File: config.mk
export PLATFORM = sky130hd
export DESIGN_NAME = mse_mdu
export DESIGN_NICKNAME = d
export VERILOG_FILES = /design/src/rtl/core/mse_pkg.sv /design/src/rtl/core/mse_mdu.sv
export SDC_FILE = /design/constraint.sdc
export NUM_CORES = 1
export LEC_CHECK = 0
export BUFFER_PORTS_ARGS = -buffer_cell sky130_fd_sc_hd__buf_2
export CAP_MARGIN = 30
export CORE_MARGIN = 3
export CORE_UTILIZATION = 35
export DETAILED_ROUTE_END_ITERATION = 7
export GPL_TIMING_DRIVEN = 0
export PLACE_DENSITY_LB_ADDON = 0.2
export REMOVE_ABC_BUFFERS = 1
export SLEW_MARGIN = 15
export SYNTH_ARGS = -nofsm -noshare
export SYNTH_HDL_FRONTEND = slang
export SYNTH_SLANG_ARGS = --single-unit
File: constraint.sdc
create_clock -name i_clk -period 3.6 [get_ports i_clk]
set_clock_uncertainty 0.15 [all_clocks]
set_input_delay 0 -clock i_clk [delete_from_list [all_inputs] [get_ports i_clk]]
set_output_delay 0 -clock i_clk [all_outputs]
set_load 0.01 [all_outputs]
File: src/rtl/core/mse_pkg.sv
// Shared types, opcodes and constants of the MIPS-subset execute unit.
package mse_pkg;

    localparam int unsigned REG_COUNT = 34;
    localparam int unsigned REG_AW    = 6;
    localparam int unsigned MEM_AW    = 15;
    localparam int unsigned MEM_WORDS = 1 << MEM_AW;

    localparam logic [REG_AW-1:0] REG_ZERO = 6'd0;
    localparam logic [REG_AW-1:0] REG_V0   = 6'd2;
    localparam logic [REG_AW-1:0] REG_A0   = 6'd4;
    localparam logic [REG_AW-1:0] REG_SP   = 6'd29;
    localparam logic [REG_AW-1:0] REG_RA   = 6'd31;
    localparam logic [REG_AW-1:0] REG_HI   = 6'd32;
    localparam logic [REG_AW-1:0] REG_LO   = 6'd33;
    localparam logic [31:0]       SP_RESET = 32'd32768;

    localparam logic [31:0] SYS_PRINT_INT = 32'd1;
    localparam logic [31:0] SYS_PRINT_STR = 32'd4;
    localparam logic [31:0] SYS_READ_INT  = 32'd5;
    localparam logic [31:0] SYS_EXIT      = 32'd10;

    localparam logic [1:0] STAT_CONT    = 2'd0;
    localparam logic [1:0] STAT_HALT    = 2'd1;
    localparam logic [1:0] STAT_INVALID = 2'd2;

    localparam logic [1:0] PRINT_NONE = 2'd0;
    localparam logic [1:0] PRINT_INT  = 2'd1;
    localparam logic [1:0] PRINT_STR  = 2'd2;

    typedef enum logic [4:0] {
        OP_SYSCALL = 5'd0,  OP_LI   = 5'd1,  OP_ADD  = 5'd2,  OP_SUB   = 5'd3,
        OP_LW      = 5'd4,  OP_SW   = 5'd5,  OP_J    = 5'd6,  OP_JR    = 5'd7,
        OP_JAL     = 5'd8,  OP_BEQ  = 5'd9,  OP_BGE  = 5'd10, OP_BNE   = 5'd11,
        OP_BGT     = 5'd12, OP_BLE  = 5'd13, OP_BLT  = 5'd14, OP_BEQZ  = 5'd15,
        OP_MOVE    = 5'd16, OP_LA   = 5'd17, OP_ADDI = 5'd18, OP_DIV   = 5'd19,
        OP_MUL     = 5'd20, OP_MFLO = 5'd21, OP_MFHI = 5'd22, OP_ADDU  = 5'd23,
        OP_ADDIU   = 5'd24
    } t_op;

    // Start request to the multiply/divide unit
    typedef struct packed {
        logic start;
        logic is_div;
    } t_mdu_req;

    // Operand count check; syscall takes any count, unknown codes fail
    function automatic logic count_ok(input logic [4:0] op, input logic [1:0] cnt);
        logic ok;
        ok = 1'b0;
        unique case (op) inside
            OP_SYSCALL:                                   ok = 1'b1;
            OP_J, OP_JR, OP_JAL, OP_MFLO, OP_MFHI:        ok = (cnt == 2'd1);
            OP_LI, OP_BEQZ, OP_MOVE, OP_LA, OP_DIV:       ok = (cnt == 2'd2);
            OP_ADD, OP_SUB, OP_LW, OP_SW, OP_BEQ, OP_BGE, OP_BNE, OP_BGT,
            OP_BLE, OP_BLT, OP_ADDI, OP_MUL, OP_ADDU, OP_ADDIU: ok = (cnt == 2'd3);
            default:                                      ok = 1'b0;
        endcase
        return ok;
    endfunction

    function automatic logic reg_ok(input logic [31:0] v);
        return (v < 32'(REG_COUNT));
    endfunction

    function automatic logic [REG_AW-1:0] reg_idx(input logic [31:0] v);
        return reg_ok(v) ? v[REG_AW-1:0] : REG_ZERO;
    endfunction

    function automatic logic target_ok(input logic [31:0] v);
        return (v[31:16] == 16'd0);
    endfunction

endpackage

File: src/rtl/core/mse_mdu.sv
// Iterative multiply/divide unit: one shared adder, one bit per cycle.
module mse_mdu (
    input  logic              i_clk,
    input  logic              i_rst_n,
    input  mse_pkg::t_mdu_req i_req,
    input  logic [31:0]       i_x,
    input  logic [31:0]       i_y,
    output logic              o_done,
    output logic [31:0]       o_lo,
    output logic [31:0]       o_hi
);

    logic        r_busy, r_div, r_neg_q, r_neg_r;
    logic [4:0]  r_cnt;
    logic [32:0] r_acc;
    logic [31:0] r_q, r_y;
    logic [32:0] w_t;
    logic [33:0] w_sum;
    logic [31:0] w_ax, w_ay;

    assign w_ax = i_x[31] ? (32'd0 - i_x) : i_x;
    assign w_ay = i_y[31] ? (32'd0 - i_y) : i_y;

    // Shared adder: partial remainder minus divisor, or accumulate multiplicand
    assign w_t   = {r_acc[31:0], r_q[31]};
    assign w_sum = r_div ? ({1'b0, w_t} - {2'b00, r_y})
                         : ({1'b0, r_acc} + {2'b00, r_y});

    always_ff @(posedge i_clk) begin
        if (!i_rst_n) begin
            r_busy <= 1'b0;
            o_done <= 1'b0;
            r_cnt  <= '0;
        end else begin
            o_done <= 1'b0;
            if (i_req.start) begin
                r_busy <= 1'b1;
                r_cnt  <= '0;
            end else if (r_busy) begin
                r_cnt <= r_cnt + 5'd1;
                if (r_cnt == 5'd31) begin
                    r_busy <= 1'b0;
                    o_done <= 1'b1;
                end
            end
        end
    end

    // Load operands, then step one bit a cycle
    always_ff @(posedge i_clk) begin
        if (i_req.start) begin
            r_div   <= i_req.is_div;
            r_acc   <= '0;
            r_neg_q <= i_x[31] ^ i_y[31];
            r_neg_r <= i_x[31];
            r_q     <= i_req.is_div ? w_ax : i_y;
            r_y     <= i_req.is_div ? w_ay : i_x;
        end else if (r_busy) begin
            if (r_div) begin
                r_acc <= w_sum[33] ? w_t : w_sum[32:0];
                r_q   <= {r_q[30:0], ~w_sum[33]};
            end else begin
                if (r_q[0]) begin
                    r_acc <= {1'b0, w_sum[31:0]};
                end
                r_q <= {1'b0, r_q[31:1]};
                r_y <= {r_y[30:0], 1'b0};
            end
        end
    end

    assign o_lo = r_div ? (r_neg_q ? (32'd0 - r_q) : r_q) : r_acc[31:0];
    assign o_hi = r_neg_r ? (32'd0 - r_acc[31:0]) : r_acc[31:0];

`ifndef ASSERT_OFF
    a_start_idle: assert property (@(posedge i_clk) disable iff (!i_rst_n)
        i_req.start |-> !r_busy) else $error("mdu started while busy");
    a_done_after_busy: assert property (@(posedge i_clk) disable iff (!i_rst_n)
        o_done |-> $past(r_busy) && !r_busy) else $error("done without busy");
    a_step_count: assert property (@(posedge i_clk) disable iff (!i_rst_n)
        (r_busy && r_cnt == 5'd31) |=> o_done) else $error("mdu did not finish");
`endif

endmodule

==> results.json <==
{
  "slowest_delay_ns": 0.52,
  "ys.flop_type": "edfxtp_1",
  "crit_chain": "clkinvlp_4 > ha_1 > inv_1 > fa_2 > a211oi_2 > o21bai_2 > o2111ai_2 > a21oi_1 > o211ai_1 > buf_4 > nand2_1 > a311oi_2 > o21ai_1 > a32o_1",
  "detail_route.first_pass.iterations": 5,
  "syn_area_um2": 12100,
  "worstPathArrival_ns": 3.60,
  "antenna_found_initial": 0,
  "cellLeakagePower_uw": 0.00596,
  "setup_slack_ns": 0.106,
  "syn_inst": 1568,
  "worst_pin_slew_ns": 0.918,
  "yosysSeqAreaShare_pct": 23.3,
  "grt_setup_unrepaired": "true",
  "place_inst": 2059,
  "drtIter0Drc": 1018,
  "fin_crit_ns": 3.49,
  "ys_seq_elements": 107,
  "cts_num_sinks": 107,
  "worstSetupPathType": "flip-flop to flip-flop",
  "numCtsBuffers": 9,
  "finalHoldViolCount": 0,
  "die_h_um": 192,
  "die_area_um2": 36700,
  "netlist.top_cell.by_area": "edfxtp_1",
  "start_kind": "flip-flop",
  "grt_pass1_wl_um": 65300,
  "utilization_pct": 43.3,
  "hold_path.class": "input pin to flip-flop",
  "vias": 12300,
  "viasPerCell": 5.65,
  "rr_worst_depth": 14,
  "core_um2": 33800,
  "wl_per_cell_um": 19.3,
  "drc": 0,
  "finalSetupViolCount": 0,
  "path_clk_slew_ns": 0.08,
  "cts_root_buffer": "clkbuf_16",
  "r2r_start": "r_q[31]",
  "finalWeightedCongestion": 0.926,
  "clock_latency_ns": 0.37,
  "fillers": 3448,
  "worstSetupEndpointType": "flip-flop",
  "cpMaxStageDelayCell": "edfxtp_1",
  "die_w_um": 192,
  "crit_start": "r_q[31]",
  "yosysTopAreaCellShare_pct": 16.7,
  "status": "completed",
  "drv_slew": 0,
  "synth_edf_count": 67,
  "required_ns": 3.71,
  "n_antenna_cell": 0,
  "io_buffers": 132,
  "grt_max_degree": 96,
  "layout.cells.non_filler": 2168,
  "critPathMaxFanout": 3,
  "powerDensity_nw_per_um2": 364,
  "async_flop_share_pct": 0,
  "cts_buffer_depth": 2,
  "maxCapViolations": 0,
  "floorplan.initialDensity_pct": 35.7,
  "stdcell_area_um2": 14600,
  "min-delay-start": "i_x[8]",
  "placed_cell_area_um2": 13100,
  "grt_overflow_total": 0,
  "area_growth_pct": 21.2,
  "ir_worst_vdd_mv": 0.225,
  "layout-drive-gt1-share_pct": 15.4,
  "grt_pass1_vias": 11600,
  "drt_wl_total_um": 41800,
  "finalHoldWorstSlack_ns": 0.0364,
  "dpl_worst_slack_ns": -1.06,
  "period_share_pct": 97.0,
  "fp-row-count": 67,
  "holdPathStages": 5,
  "final_nets": 1855,
  "relSlewSlack_pct": 38.8,
  "avgSynthCellArea_um2": 7.69,
  "synth_warnings": 0,
  "synth.distinct_cells": 73,
  "synth_area_leaders": "edfxtp_1 (17%), xor2_1 (7.4%), ha_1 (7.3%)",
  "cts_tree": "done",
  "antenna_left": 0,
  "pin_count": 133,
  "htreeDepth": 3,
  "clock.fmax_mhz": 286,
  "dp_hpwl_um": 32300,
  "grt_use_total_pct": 22.5
}
==> kinds of logic (layout without fill, tap and decap cells) <==
family / after synthesis / after routing / synth area share [%]
AO/OA/AOI/OAI: 559 / 559 / 29.8
AND/OR/NAND/NOR: 449 / 449 / 17.8
XOR/XNOR: 167 / 167 / 12.1
buffers and inverters: 167 / 319 / 5.34
flip-flops: 107 / 107 / 23.3
adder cells (fa/ha/maj): 72 / 72 / 7.59
multiplexers: 47 / 47 / 3.99
==> layer usage <==
layer	GRT usage [%]	wire length (um)	vias up
met5	0	0	-
met1	33.2	20500	5742
met3	1.84	2020	54
li1	-	-	6124
met4	6.52	943	0
met2	35.1	18300	335
==> critical path: cells and delay by family, from the launching register on <==
family / cells / cell delay (ns)
compound gates: 8 / 1.68
fa+ha+maj: 2 / 0.55
buf+inv: 3 / 0.38
flops: 1 / 0.52
simple gates: 1 / 0.12
==> worst paths after layout <==
| kind | endpoint | slack (ns) |
|---|---|---|
| worst max register to register | r_acc[26] | 0.11 |
| worst min register to register | r_acc[32] | 0.35 |
| worst min-delay path | r_q[8] | 0.04 |
| worst max-delay path | r_acc[26] | 0.11 |
==> cells in the final DEF, fill, tap and decap left out, types with 22 or more instances in the layout <==
master         count
ha_1              69
xor2_1           102
edfxtp_1          67
a21o_1            32
o211ai_1          64
o21ai_1           30
xnor2_1           64
dlygate4sd3_1     76
nand2_1          159
a211oi_1          22
nor3_1            23
nand3_1           27
dfxtp_1           29
buf_2            130
o21ai_0          119
inv_1             64
o31ai_1           27
nor2_1           108
mux2i_1           38
a21oi_1          123
==> stage by stage <==
step	total power (uW)	TNS, ns
2_1_floorplan	3290	-73.69
6_report	5320	0
4_1_cts	5260	0
5_1_grt	5700	-0.109
3_3_place_gp	4100	-301.70
3_5_place_dp	4130	-21.46
==> synthesized netlist by cell type (10+ instances only) <==
cell type,n
nand2_1,161
a21oi_1,124
o21ai_0,120
nor2_1,111
xor2_1,102
clkbuf_1,77
ha_1,70
edfxtp_1,67
inv_1,66
xnor2_1,65
o211ai_1,64
dfxtp_1,40
mux2i_1,38
a21o_1,33
o21ai_1,33
o31ai_1,29
nand3_1,28
a211oi_1,27
nor3_1,24
or4_1,21
o41ai_1,20
or3_1,20
a31oi_1,16
buf_1,16
nand4_1,15
nand2b_1,14
nor4_1,12
o21bai_1,11
o22ai_1,11
or2_2,10
==> repair_timing <==
item,4_1_cts,5_1_grt
pin swaps,2,6
hold buffers,76,0
gates resized for setup,23,42
setup buffers,5,9
hold endpoints to repair,77,0
setup endpoints to repair,38,34
==> registers in the layout, summed over array words and instances, names as in the netlist <==
name     cells
r_busy       1
o_done       1
r_y         32
r_neg_r      1
r_cnt        5
r_q         32
r_neg_q      1
r_acc       33
r_div        1
==> final cells by class <==
type | count | area [um2] | area share (%)
inverter | 67 | 255 | 1.75
sequential | 107 | 2830 | 19.3
multi-input combinational | 1294 | 8850 | 60.6
timing repair buffer | 236 | 1830 | 12.5
clock inverter | 6 | 56.3 | 0.385
clock buffer | 10 | 229 | 1.57
tap | 448 | 561 | 3.84
==> report_power, final <==
part           internal [uW]  leakage [uW]  switching [uW]
logic                   1090       0.00481            1510
clock network            535      0.000137             481
registers               1460       0.00101             235
Power figures use the tool's default switching activity.
